## src/hdl/nmea_sentence_framer_assert.svh

```systemverilog
// assertion macros for the nmea sentence framer
// used by the front end, the command queue and the back end
`ifndef NMEA_SENTENCE_FRAMER_ASSERT_SVH
`define NMEA_SENTENCE_FRAMER_ASSERT_SVH

`ifndef SYNTHESIS

`define NSF_ASSERT(label, clk, rst_n, prop) \
    label: assert property (@(posedge clk) disable iff (!rst_n) (prop)) \
        else $error("nsf assertion failed");

`define NSF_ASSERT_NEXT(label, clk, rst_n, ante, cons) \
    label: assert property (@(posedge clk) disable iff (!rst_n) (ante) |=> (cons)) \
        else $error("nsf assertion failed");

`else

`define NSF_ASSERT(label, clk, rst_n, prop)

`define NSF_ASSERT_NEXT(label, clk, rst_n, ante, cons)

`endif

`endif

```

## src/hdl/nsf_pkg.sv

```systemverilog
// shared types, character codes and status codes of the nmea sentence framer
// no dependencies
`timescale 1ns / 1ps

package nsf_pkg;

    localparam logic [7:0] CH_DOLLAR = 8'h24;
    localparam logic [7:0] CH_STAR   = 8'h2A;
    localparam logic [7:0] CH_CR     = 8'h0D;
    localparam logic [7:0] CH_LF     = 8'h0A;

    localparam logic [2:0] ST_IDLE     = 3'd0;
    localparam logic [2:0] ST_IN_FRAME = 3'd1;
    localparam logic [2:0] ST_GOOD     = 3'd2;
    localparam logic [2:0] ST_MISMATCH = 3'd3;
    localparam logic [2:0] ST_MISS_CR  = 3'd4;
    localparam logic [2:0] ST_OVERFLOW = 3'd5;

    localparam int QUEUE_DEPTH = 2;
    localparam int QPTR_W      = 1;
    localparam int QCNT_W      = $clog2(QUEUE_DEPTH + 1);

    // what the back end has to do with one word
    typedef enum logic [3:0] {
        K_HUNT_IDLE,
        K_START,
        K_OVERFLOW,
        K_STORE_XOR,
        K_STORE_PLAIN,
        K_CHK_HIGH,
        K_CHK_LOW,
        K_MISS_CR,
        K_WAIT,
        K_LF
    } t_kind;

    typedef struct packed {
        t_kind      kind;
        logic [7:0] data;
        logic [7:0] pos;
        logic [8:0] len;
    } t_cmd;

    // upper-case ascii hex digit
    function automatic logic [7:0] hex_char(input logic [3:0] nib);
        if (nib < 4'd10) begin
            return 8'h30 + {4'b0, nib};
        end else begin
            return 8'h37 + {4'b0, nib};
        end
    endfunction

endpackage

```

## src/hdl/nsf_rx_if.sv

```systemverilog
// valid/ready channel carrying one received character
// no dependencies
`timescale 1ns / 1ps

interface nsf_rx_if;
    logic       valid;
    logic       ready;
    logic [7:0] rx_byte;

    modport source (output valid, output rx_byte, input ready);
    modport sink (input valid, input rx_byte, output ready);
endinterface

```

## src/hdl/nsf_res_if.sv

```systemverilog
// valid/ready channel carrying one framer result
// no dependencies
`timescale 1ns / 1ps

interface nsf_res_if;
    logic       valid;
    logic       ready;
    logic       byte_stored;
    logic [7:0] frame_byte;
    logic [7:0] byte_position;
    logic [2:0] status;
    logic [8:0] frame_length;

    modport source (output valid, output byte_stored, output frame_byte,
                    output byte_position, output status, output frame_length,
                    input ready);
    modport sink (input valid, input byte_stored, input frame_byte,
                  input byte_position, input status, input frame_length,
                  output ready);
endinterface

```

## src/hdl/nsf_front.sv

```systemverilog
// front end: accepts characters, tracks frame position and star position,
// and classifies each word into a command; uses nsf_pkg and nsf_rx_if
`timescale 1ns / 1ps
`include "nmea_sentence_framer_assert.svh"

module nsf_front #(
    parameter int MAX_PAYLOAD = 255
) (
    input  logic          i_clk,
    input  logic          i_rst_n,
    nsf_rx_if.sink        i_rx,
    input  logic          i_q_full,
    output logic          o_push,
    output nsf_pkg::t_cmd o_cmd
);
    import nsf_pkg::*;

    localparam int PW = $clog2(MAX_PAYLOAD + 7);

    logic [PW-1:0] r_position, n_position;
    logic [PW-1:0] r_star, n_star;
    logic [7:0]    w_c;
    t_kind         w_kind;
    logic [PW+7:0] w_pos_wide;
    logic [PW+8:0] w_len_wide;

    assign w_c        = i_rx.rx_byte;
    // no word is taken while reset is held
    assign i_rx.ready = i_rst_n && !i_q_full;
    assign o_push     = i_rx.valid && i_rx.ready;

    assign w_pos_wide = {8'b0, r_position};
    assign w_len_wide = {9'b0, r_position} + (PW + 9)'(2);

    always_comb begin
        n_position = r_position;
        n_star     = r_star;
        w_kind     = K_HUNT_IDLE;
        priority if (r_position == '0) begin
            n_star = PW'(MAX_PAYLOAD);
            if (w_c == CH_DOLLAR) begin
                w_kind     = K_START;
                n_position = PW'(1);
            end
        end else if (r_position > PW'(MAX_PAYLOAD)) begin
            w_kind     = K_OVERFLOW;
            n_position = '0;
        end else if (w_c == CH_STAR) begin
            // a star always restarts the checksum capture here
            w_kind     = K_STORE_PLAIN;
            n_star     = r_position;
            n_position = r_position + PW'(1);
        end else if (r_position == r_star + PW'(1)) begin
            w_kind     = K_CHK_HIGH;
            n_position = r_position + PW'(1);
        end else if (r_position == r_star + PW'(2)) begin
            w_kind     = K_CHK_LOW;
            n_position = r_position + PW'(1);
        end else if (r_position == r_star + PW'(3)) begin
            if (w_c == CH_CR) begin
                w_kind     = K_STORE_PLAIN;
                n_position = r_position + PW'(1);
            end else begin
                w_kind     = K_MISS_CR;
                n_position = '0;
            end
        end else if (r_position == r_star + PW'(4)) begin
            if (w_c == CH_LF) begin
                w_kind     = K_LF;
                n_position = '0;
            end else begin
                w_kind = K_WAIT;
            end
        end else begin
            w_kind     = K_STORE_XOR;
            n_position = r_position + PW'(1);
        end
    end

    assign o_cmd.kind = w_kind;
    assign o_cmd.data = w_c;
    assign o_cmd.pos  = w_pos_wide[7:0];
    assign o_cmd.len  = w_len_wide[8:0];

    always_ff @(posedge i_clk) begin
        if (!i_rst_n) begin
            r_position <= '0;
            r_star     <= PW'(MAX_PAYLOAD);
        end else if (o_push) begin
            r_position <= n_position;
            r_star     <= n_star;
        end
    end

    `NSF_ASSERT(a_pos_bound, i_clk, i_rst_n, r_position <= PW'(MAX_PAYLOAD + 1))
    `NSF_ASSERT_NEXT(a_overflow_rehunt, i_clk, i_rst_n, o_push && w_kind == K_OVERFLOW, r_position == '0)

endmodule

```

## src/hdl/nsf_queue.sv

```systemverilog
// short command queue between the front end and the back end
// uses nsf_pkg
`timescale 1ns / 1ps
`include "nmea_sentence_framer_assert.svh"

module nsf_queue (
    input  logic          i_clk,
    input  logic          i_rst_n,
    input  logic          i_push,
    input  nsf_pkg::t_cmd i_cmd,
    output logic          o_full,
    input  logic          i_pop,
    output logic          o_valid,
    output nsf_pkg::t_cmd o_cmd
);
    import nsf_pkg::*;

    t_cmd              r_mem [QUEUE_DEPTH];
    logic [QPTR_W-1:0] r_wr_ptr;
    logic [QPTR_W-1:0] r_rd_ptr;
    logic [QCNT_W-1:0] r_count;

    assign o_full  = (r_count == QCNT_W'(QUEUE_DEPTH));
    assign o_valid = (r_count != '0);
    assign o_cmd   = r_mem[r_rd_ptr];

    always_ff @(posedge i_clk) begin
        if (i_push) begin
            r_mem[r_wr_ptr] <= i_cmd;
        end
    end

    always_ff @(posedge i_clk) begin
        if (!i_rst_n) begin
            r_wr_ptr <= '0;
            r_rd_ptr <= '0;
            r_count  <= '0;
        end else begin
            if (i_push) begin
                r_wr_ptr <= r_wr_ptr + QPTR_W'(1);
            end
            if (i_pop) begin
                r_rd_ptr <= r_rd_ptr + QPTR_W'(1);
            end
            unique case ({i_push, i_pop})
                2'b10:   r_count <= r_count + QCNT_W'(1);
                2'b01:   r_count <= r_count - QCNT_W'(1);
                default: r_count <= r_count;
            endcase
        end
    end

    `NSF_ASSERT(a_count_bound, i_clk, i_rst_n, r_count <= QCNT_W'(QUEUE_DEPTH))

endmodule

```

## src/hdl/nsf_back.sv

```systemverilog
// back end: keeps the running xor and received checksum characters,
// builds each result word into the output register; uses nsf_pkg, nsf_res_if
`timescale 1ns / 1ps
`include "nmea_sentence_framer_assert.svh"

module nsf_back (
    input  logic          i_clk,
    input  logic          i_rst_n,
    input  logic          i_valid,
    input  nsf_pkg::t_cmd i_cmd,
    output logic          o_pop,
    nsf_res_if.source     o_res
);
    import nsf_pkg::*;

    logic [7:0] r_xor, n_xor;
    logic [7:0] r_chk_high, n_chk_high;
    logic [7:0] r_chk_low, n_chk_low;
    logic       r_out_valid;
    logic       r_stored, n_stored;
    logic [7:0] r_frame_byte, n_frame_byte;
    logic [7:0] r_byte_pos, n_byte_pos;
    logic [2:0] r_status, n_status;
    logic [8:0] r_frame_len, n_frame_len;
    logic       w_good;

    assign o_pop  = i_valid && (!r_out_valid || o_res.ready);
    assign w_good = (r_chk_high == hex_char(r_xor[7:4]))
                 && (r_chk_low == hex_char(r_xor[3:0]));

    always_comb begin
        n_xor        = r_xor;
        n_chk_high   = r_chk_high;
        n_chk_low    = r_chk_low;
        n_stored     = 1'b1;
        n_frame_byte = i_cmd.data;
        n_byte_pos   = i_cmd.pos;
        n_status     = ST_IN_FRAME;
        n_frame_len  = '0;
        unique case (i_cmd.kind)
            K_HUNT_IDLE: begin
                n_xor    = '0;
                n_stored = 1'b0;
                n_status = ST_IDLE;
            end
            K_START: begin
                n_xor = '0;
            end
            K_OVERFLOW: begin
                n_stored = 1'b0;
                n_status = ST_OVERFLOW;
            end
            K_STORE_XOR: begin
                n_xor = r_xor ^ i_cmd.data;
            end
            K_STORE_PLAIN: begin
            end
            K_CHK_HIGH: begin
                n_chk_high = i_cmd.data;
            end
            K_CHK_LOW: begin
                n_chk_low = i_cmd.data;
            end
            K_MISS_CR: begin
                n_stored = 1'b0;
                n_status = ST_MISS_CR;
            end
            K_WAIT: begin
                n_stored = 1'b0;
            end
            K_LF: begin
                n_status    = w_good ? ST_GOOD : ST_MISMATCH;
                n_frame_len = i_cmd.len;
            end
            default: begin
                n_stored = 1'b0;
            end
        endcase
        // dropped words carry no byte and no position
        if (!n_stored) begin
            n_frame_byte = '0;
            n_byte_pos   = '0;
        end
    end

    always_ff @(posedge i_clk) begin
        if (!i_rst_n) begin
            r_xor       <= '0;
            r_chk_high  <= '0;
            r_chk_low   <= '0;
            r_out_valid <= 1'b0;
        end else begin
            if (o_pop) begin
                r_xor      <= n_xor;
                r_chk_high <= n_chk_high;
                r_chk_low  <= n_chk_low;
            end
            if (o_pop) begin
                r_out_valid <= 1'b1;
            end else if (o_res.ready) begin
                r_out_valid <= 1'b0;
            end
        end
    end

    always_ff @(posedge i_clk) begin
        if (o_pop) begin
            r_stored     <= n_stored;
            r_frame_byte <= n_frame_byte;
            r_byte_pos   <= n_byte_pos;
            r_status     <= n_status;
            r_frame_len  <= n_frame_len;
        end
    end

    assign o_res.valid         = r_out_valid;
    assign o_res.byte_stored   = r_stored;
    assign o_res.frame_byte    = r_frame_byte;
    assign o_res.byte_position = r_byte_pos;
    assign o_res.status        = r_status;
    assign o_res.frame_length  = r_frame_len;

    `NSF_ASSERT_NEXT(a_lf_verdict, i_clk, i_rst_n, o_pop && i_cmd.kind == K_LF, (r_status == ST_GOOD || r_status == ST_MISMATCH) && r_frame_byte == CH_LF)
    `NSF_ASSERT(a_drop_clean, i_clk, i_rst_n, (r_out_valid && !r_stored) |-> (r_frame_byte == '0 && r_byte_pos == '0))

endmodule

```

## src/hdl/nmea_sentence_framer.sv

```systemverilog
// nmea 0183 sentence framer with checksum check, top level
// uses nsf_pkg, nsf_rx_if, nsf_res_if, nsf_front, nsf_queue, nsf_back
`timescale 1ns / 1ps

// Takes one received character per word and returns exactly one result word for each:
// the character echoed with its frame position when it is stored, and a frame status
// (idle, in frame, good, checksum mismatch, missing CR, overflow drop), with the frame
// length on the LF that closes a sentence. The block sustains one character per clock
// while the result side keeps up: the front end classifies a character in the cycle
// it is accepted, a two-entry command queue parts it from the back end, and the back
// end registers the result, so a result passes through the queue and then the output
// register. Input ready is low during reset and otherwise falls only when the result
// side has stalled long enough to fill the queue. MAX_PAYLOAD sets the highest frame
// position before a frame is dropped as an overflow.
module nmea_sentence_framer #(
    parameter int MAX_PAYLOAD = 255
) (
    input  logic      i_clk,
    input  logic      i_rst_n,
    nsf_rx_if.sink    i_rx,
    nsf_res_if.source o_res
);
    import nsf_pkg::*;

    logic w_push;
    logic w_full;
    logic w_pop;
    logic w_q_valid;
    t_cmd w_front_cmd;
    t_cmd w_back_cmd;

    nsf_front #(
        .MAX_PAYLOAD (MAX_PAYLOAD)
    ) u_front (
        .i_clk    (i_clk),
        .i_rst_n  (i_rst_n),
        .i_rx     (i_rx),
        .i_q_full (w_full),
        .o_push   (w_push),
        .o_cmd    (w_front_cmd)
    );

    nsf_queue u_queue (
        .i_clk   (i_clk),
        .i_rst_n (i_rst_n),
        .i_push  (w_push),
        .i_cmd   (w_front_cmd),
        .o_full  (w_full),
        .i_pop   (w_pop),
        .o_valid (w_q_valid),
        .o_cmd   (w_back_cmd)
    );

    nsf_back u_back (
        .i_clk   (i_clk),
        .i_rst_n (i_rst_n),
        .i_valid (w_q_valid),
        .i_cmd   (w_back_cmd),
        .o_pop   (w_pop),
        .o_res   (o_res)
    );

endmodule

```

## src/flat_wrapper.sv

```systemverilog
// flat-port wrapper written by rule: the top's interface ports become plain ports
module nmea_sentence_framer_flat import nsf_pkg::*;
#(
    parameter int MAX_PAYLOAD = 255
)
  (i_clk, i_rst_n, i_rx_valid, i_rx_rx_byte, i_rx_ready, o_res_valid, o_res_byte_stored, o_res_frame_byte, o_res_byte_position, o_res_status, o_res_frame_length, o_res_ready);
  nsf_rx_if i_rx_i ();
  nsf_res_if o_res_i ();
  input  logic i_clk;
  input  logic i_rst_n;
  input wire logic [$bits(i_rx_i.valid)-1:0] i_rx_valid;
  input wire logic [$bits(i_rx_i.rx_byte)-1:0] i_rx_rx_byte;
  output wire logic [$bits(i_rx_i.ready)-1:0] i_rx_ready;
  output wire logic [$bits(o_res_i.valid)-1:0] o_res_valid;
  output wire logic [$bits(o_res_i.byte_stored)-1:0] o_res_byte_stored;
  output wire logic [$bits(o_res_i.frame_byte)-1:0] o_res_frame_byte;
  output wire logic [$bits(o_res_i.byte_position)-1:0] o_res_byte_position;
  output wire logic [$bits(o_res_i.status)-1:0] o_res_status;
  output wire logic [$bits(o_res_i.frame_length)-1:0] o_res_frame_length;
  input wire logic [$bits(o_res_i.ready)-1:0] o_res_ready;
  assign i_rx_i.valid = i_rx_valid;
  assign i_rx_i.rx_byte = i_rx_rx_byte;
  assign i_rx_ready = i_rx_i.ready;
  assign o_res_valid = o_res_i.valid;
  assign o_res_byte_stored = o_res_i.byte_stored;
  assign o_res_frame_byte = o_res_i.frame_byte;
  assign o_res_byte_position = o_res_i.byte_position;
  assign o_res_status = o_res_i.status;
  assign o_res_frame_length = o_res_i.frame_length;
  assign o_res_i.ready = o_res_ready;
  nmea_sentence_framer #(.MAX_PAYLOAD(MAX_PAYLOAD)) u_core (.i_clk(i_clk), .i_rst_n(i_rst_n), .i_rx(i_rx_i), .o_res(o_res_i));
endmodule
```

## config.mk

```make
export PLATFORM = sky130hd
export DESIGN_NAME = nmea_sentence_framer_flat
export DESIGN_NICKNAME = d
export VERILOG_FILES = /design/src/hdl/nsf_pkg.sv /design/src/hdl/nsf_rx_if.sv /design/src/hdl/nsf_res_if.sv /design/src/hdl/nsf_front.sv /design/src/hdl/nsf_queue.sv /design/src/hdl/nsf_back.sv /design/src/hdl/nmea_sentence_framer.sv /design/src/flat_wrapper.sv
export VERILOG_INCLUDE_DIRS = /design/src /design/src/hdl
export SDC_FILE = /design/constraint.sdc
export NUM_CORES = 1
export LEC_CHECK = 0
export BUFFER_PORTS_ARGS = -buffer_cell sky130_fd_sc_hd__buf_2
export CORE_UTILIZATION = 50
export DETAILED_ROUTE_END_ITERATION = 12
export PLACE_DENSITY = 0.78
export REMOVE_ABC_BUFFERS = 1
export SYNTH_ARGS = -nofsm -noshare
export SYNTH_HDL_FRONTEND = slang
export SYNTH_HIERARCHICAL = 1
export SYNTH_SLANG_ARGS = --single-unit
```

## constraint.sdc

```tcl
create_clock -name i_clk -period 4.2 [get_ports i_clk]
set_input_delay 0.21 -clock i_clk [delete_from_list [all_inputs] [get_ports i_clk]]
set_output_delay 0.21 -clock i_clk [all_outputs]
set_load 0.03 [all_outputs]
```

# Word-level counts from Yosys, hierarchy flattened
# Memory sizes are Yosys's and may differ from the RTL's. A register that Yosys moved wholly into a read port is not among the register bits.
# Index checks and enable logic that the tools add are counted.
dict set report classes {
  add_sub_neg 14
  multipliers 0
  div_mod_pow 0
  n_lt_le_gt_ge 3
  n_eq_ne 24
  shifts 0
  mux 36
  bitwise_logic 1
  n_reduce_logical 21
}
# op n
set ops {}
lappend ops {{$mux 9} 13}
lappend ops {{$eq 9x9->1} 4}
lappend ops {{$add 6x4->7 const A} 4}
lappend ops {{$mux 4} 7}
lappend ops {{$add 9x2->9 const B} 3}
lappend ops {{$add 9x1->9 const B} 2}
lappend ops {{$eq 4x3->1 const B} 4}
lappend ops {{$eq 8x4->1 const B} 2}
lappend ops {{$eq 8x6->1 const B} 2}
lappend ops {{$eq 8x8->1} 2}
lappend ops {{$pmux 8 s2} 1}
lappend ops {{$mux 7} 2}
lappend ops {{$pmux 3 s4} 1}
lappend ops {{$mux 1} 10}
lappend ops {{$reduce_bool 2->1} 5}
lappend ops {{$add 9x3->9 const B} 1}
lappend ops {{$gt 9x8->1 const B} 1}
lappend ops {{$logic_not 9->1} 1}
lappend ops {{$eq 4x2->1 const B} 2}
lappend ops {{$lt 4x4->1 const B} 2}
lappend ops {{$ne 8x7->1 const B} 1}
lappend ops {{$xor 8x8->8} 1}
lappend ops {{$reduce_and 2->1} 3}
lappend ops {{$reduce_and 3->1} 2}
lappend ops {{17 further kinds} 23}
dict set report word_totals {
  ff_bits 76
  latchBits 0
  ram_bits 58
  rom_bits 0
  in_bits 12
  output_inout_bits 31
  elab_cells 114
  mem_count 1
}
# memory words word_bits read_ports rd_clocked_by_memory_dff wr line
set memory_table {}
lappend memory_table {u_core.u_queue.r_mem 2 29 1 1 1 nsf_queue.sv:18} ;# t_cmd r_mem [QUEUE_DEPTH];

# Longest topological paths before layout
dict set report logic_depth {
  ltp_word 9
  ltp_mapped 11
  mapped_depth_nobuf 9
}

# Cells and area by module
# Netlist, hierarchy kept.
# mod instances cells_per_inst area_each_um2 seq_area_each_um2
set by_module_without_submodules {}
lappend by_module_without_submodules {nsf_back 1 227 2516.2 1371.3}
lappend by_module_without_submodules {nsf_queue 1 112 2304.7 1841.8}
lappend by_module_without_submodules {nsf_front 1 298 2299.7 360.3}

# Worst setup path after synthesis
# Ideal clock, no wire load.
dict set report synth_timing {
  kind {register to register}
  from {register u_core.u_queue.r_count[0]}
  to {memory u_core/u_queue/r_mem[0][0] (netlist bit), enable pin}
  setup_ps 417
  arrival_time_ps 2598
  t_required_ps 3783
  path_slack_ps 1186
  path_stages_with_launch 6
  path_buffers 0
  cell_sequence {dfxtp_1 and2b_2 nor2_1 and2_1 inv_1 nor2_1}
}
dict set report synth_via {
  elab_chain_len 6
}
# element line
set synth_lines {}
lappend synth_lines {{start, declared} nsf_queue.sv:21} ;# logic [QCNT_W-1:0] r_count;
lappend synth_lines {{start signal, assigned} nsf_queue.sv:46} ;# 2'b10: r_count <= r_count + QCNT_W'(1);
lappend synth_lines {{start signal, assigned} nsf_queue.sv:47} ;# 2'b01: r_count <= r_count - QCNT_W'(1);
lappend synth_lines {{start signal, assigned} nsf_queue.sv:48} ;# default: r_count <= r_count;
lappend synth_lines {{$eq 2x2->1} nsf_queue.sv:23} ;# assign o_full = (r_count == QCNT_W'(QUEUE_DEPTH));
lappend synth_lines {{net u_core.w_full} nmea_sentence_framer.sv:26} ;# logic w_full;
lappend synth_lines {{$logic_not 1->1} nsf_front.sv:29} ;# assign i_rx.ready = i_rst_n && !i_q_full;
lappend synth_lines {{$logic_and 1x1->1} nsf_front.sv:29}
lappend synth_lines {{net i_rx_ready} flat_wrapper.sv:13} ;# output wire logic [$bits(i_rx_i.ready)-1:0] i_rx_ready;
lappend synth_lines {{$logic_and 1x1->1} nsf_front.sv:30} ;# assign o_push = i_rx.valid && i_rx.ready;
lappend synth_lines {{net u_core.w_push} nmea_sentence_framer.sv:25} ;# logic w_push;
lappend synth_lines {{$mux 1} nsf_queue.sv:28} ;# if (i_push) begin
lappend synth_lines {{$mux 1 (not written as such)} nsf_queue.sv:29} ;# r_mem[r_wr_ptr] <= i_cmd;
lappend synth_lines {{end, declared} nsf_queue.sv:18}
# The timed path passes the listed nets, and every way through them passes these cells.

# Worst setup path in the final report
dict set report layout_timing {
  from {register u_core.u_front.r_star[2]}
  to {register u_core.u_front.r_position[4]}
}
dict set report layout_via {
  elab_chain_len 9
  word_cells_on_any_way 17
  classes_between {4 x add/sub; 5 x eq/ne; 7 x mux; 1 x reduce/logical}
}
# element line
set layout_lines {}
lappend layout_lines {{start, declared} nsf_front.sv:21} ;# logic [PW-1:0] r_star, n_star;
lappend layout_lines {{start signal, assigned} nsf_front.sv:88} ;# r_star <= PW'(MAX_PAYLOAD);
lappend layout_lines {{start signal, assigned} nsf_front.sv:91} ;# r_star <= n_star;
lappend layout_lines {{$add 9x3->9} nsf_front.sv:67} ;# end else if (r_position == r_star + PW'(4)) begin
lappend layout_lines {{$eq 9x9->1} nsf_front.sv:67}
lappend layout_lines {{$mux 9} nsf_front.sv:67}
lappend layout_lines {{$mux 9} nsf_front.sv:59} ;# end else if (r_position == r_star + PW'(3)) begin
lappend layout_lines {{$mux 9} nsf_front.sv:56} ;# end else if (r_position == r_star + PW'(2)) begin
lappend layout_lines {{$mux 9} nsf_front.sv:53} ;# end else if (r_position == r_star + PW'(1)) begin
lappend layout_lines {{$mux 9} nsf_front.sv:48} ;# end else if (w_c == CH_STAR) begin
lappend layout_lines {{$mux 9} nsf_front.sv:45} ;# end else if (r_position > PW'(MAX_PAYLOAD)) begin
lappend layout_lines {{$mux 9} nsf_front.sv:39} ;# priority if (r_position == '0) begin
lappend layout_lines {{end signal, assigned} nsf_front.sv:90} ;# r_position <= n_position;
lappend layout_lines {{end, declared} nsf_front.sv:20} ;# logic [PW-1:0] r_position, n_position;
# Parallel ways exist; a longest one is shown, timed or not.
# A chain may end at the register's enable or synchronous reset.

==> out/qor.txt <==
Status = finished, final reports clean
I/O Buffers = 42
Filler cell count in the final layout = 1150
TritonCTS Buffers = 17
Crit path DAT = 3.23 ns
Area fraction of the dominant cell type after synthesis = 36.7%
Synth cell types = 73
Htree depth = 4
Most common cell in the netlist = edfxtp_1
Clk slew on worst S/H paths = 0.05 ns
Effective utilization at floorplan = 51.3%
HP Class = primary input to flop
Synth area leaders = edfxtp_1 (37%), dfxtp_1 (13%), mux2_2 (4.7%)
Std-Cell Rows = 43
Synth Flop Type = edfxtp_1
Period Utilization, post-route = 70.0%
Clk Latency, worst-skew pair = 0.41 ns
Height of the die = 121 µm
1st-iter DRT viols = 481
Dpl ws = 1.37 ns
Cell Area, Synth = 7120 µm²
Routability-driven placement congestion ratio = 0.864
Total power = 4.17 mW
Number of synthesized flops with an enable pin = 87
Synth Warn # = 6
Drt total wl = 15.1 mm
Layout Skew = 0.00719 ns
Grt ovf = 0
Initial DRT Pass Iterations = 5
Fmax achieved = 340 MHz
CTS root buffer = clkbuf_16
CP max FO = 11
DR DRC count = 0
Most common library cells after synthesis = edfxtp_1 (87), dfxtp_1 (48), and2_1 (35)
Clock Sinks = 135
Worst setup path class = flop to flop
Initial antenna violation count = 1
Slew Viols, Final = 0
Post-Route Setup TNS = 0 ns
Total Nets Final = 679
Hold_buf cts = 0
Cells after Synth = 637
DR WL met3 = 988 µm
Crit start category = flop
Average size of a mapped cell = 11.2 µm²
Seq/Total Area, Yosys = 50.2%
Flops & latches, synth = 135
Pin count of the biggest net entering global routing = 50
Layout cell share with drive strength beyond 1 = 20.4%
Core area = 13900 µm²
Post-CTS Resized = 0
Largest area contributor in the netlist = edfxtp_1
Max Root-Sink Buffers = 2
Via Count = 4934
MaxCap Viol Count = 0
First-pass GRT wire length = 24.1 mm
PD cells = 530 nW/µm²
Vias in the first global route = 4617
Max-Slew Margin vs Limit = 50.4%
Top layer in use = met5
Async SR Flop Fraction = 0%
Number of I/O pins = 43
Die area = 14700 µm²
# setup viols final = 0
Vias per cell = 5.81
Peak VDD IR = 0.000275 V
DIE WIDTH = 121 µm
Metal2 WL = 7.19 mm
Worst setup EP type = flop
Post-route ant nets = 0
Overall global routing resource usage = 21.6%
Min cycle time layout = 2.94 ns
Area growth, synth to finish = 10.6%
Worst slew pin tran = 0.744 ns
Post-CTS Setup Bufs = 0
RSZ-0062 raised after global routing = no
Wl on met1 = 6.73 mm
PnR worst setup slack = 1.26 ns
Hold Fails Final Rpt = 0
Dpl hpwl = 10.1 mm
Worst path required time = 4.48 ns
CTS tree = yes
Pleak = 2.91 nW
R2R setup slack = 1.26 ns
Post-DR wirelength/cell = 17.8 µm
where the power goes:
group | internal [mW] | total (mW) | leakage (nW) | switching (mW)
registers | 1.67 | 1.74 | 1.21 | 0.0646
logic | 0.312 | 0.990 | 1.42 | 0.678
clock network | 0.922 | 1.44 | 0.275 | 0.520
metal layers:
layer | GRT usage, % | vias to the layer above
met1 | 28.9 | 2390
li1 | - | 2343
met4 | 7.02 | 2
met5 | 0 | -
met3 | 5.55 | 19
met2 | 34.0 | 180
flip-flops by register name, summed over array words and instances (netlist names), 8 cells and up, named ones only:
name and count:
u_core/u_queue/r_mem 58, u_core/u_back/o_res.frame_length 9, u_core/u_front/r_position 9, u_core/u_front/r_star 9, u_core/u_back/o_res.byte_position 8, u_core/u_back/o_res.frame_byte 8
u_core/u_back/r_chk_high 8, u_core/u_back/r_chk_low 8, u_core/u_back/r_xor 8
cells by family (layout without fill, tap and decap cells):
kind of cell / count (synthesis) / count (layout) / synth area share (%)
adder cells (fa/ha/maj): 12 / 12 / 2.11
buffers and inverters: 67 / 98 / 5.27
flip-flops: 135 / 135 / 50.2
AND/OR/NAND/NOR: 223 / 223 / 18.0
other: 0 / 1 / 0
AO/OA/AOI/OAI: 112 / 112 / 11.8
XOR/XNOR: 38 / 38 / 5.10
multiplexers: 50 / 50 / 7.56
cell usage in the layout (no fill, tap or decap), drive strengths merged, types with 25 or more instances in the layout:
master  count
edfxtp     87
buf        49
dfxtp      48
and2       35
nand2      34
mux2       30
o21ai      30
nor2       28
nand3      26
xnor2      25
layout make-up:
class                   instances  area (µm²)  area share, %
inverters                      17        63.8          0.810
well taps                     180         225           2.86
clock buffers                  21         440           5.59
repair buffers                 49         263           3.34
diodes                          1        2.50         0.0318
flip-flops and latches        135        3570           45.4
clock inverters                11         131           1.67
multi-input cells             435        3170           40.3
worst max-delay path, stage by stage (launching register included):
cell and delay, ns:
dfxtp_1 0.56, ha_1 0.44, or3b_2 0.48, nand3_1 0.09, a31oi_1 0.12, nor3_1 0.43, a31oi_2 0.25, o211ai_2 0.32
o211ai_1 0.12
metrics by stage:
stage | area (µm²) | hold WS, ns | cells | util [%]
after floorplan | 6810 | 0.272 | 587 | -
after global placement | 7300 | 0.432 | 816 | 52.6
after detailed placement | 7300 | 0.435 | 816 | 52.6
after CTS | 7870 | 0.00157 | 848 | 56.7
after global routing | 7870 | 0.00197 | 848 | 56.7
final | 7870 | 0.0188 | 849 | 56.7
worst paths after layout:
check	endpoint	cells past startpoint	startpoint
min	u_core/u_queue/r_mem[0][24]	1	i_rx_rx_byte[7]
max reg2reg	u_core/u_front/r_position[4]	8	u_core/u_front/r_star[2]
min reg2reg	u_core/u_queue/r_count[1]	2	u_core/u_queue/r_count[1]
max	u_core/u_front/r_position[4]	8	u_core/u_front/r_star[2]
Power figures use the tool's default switching activity.
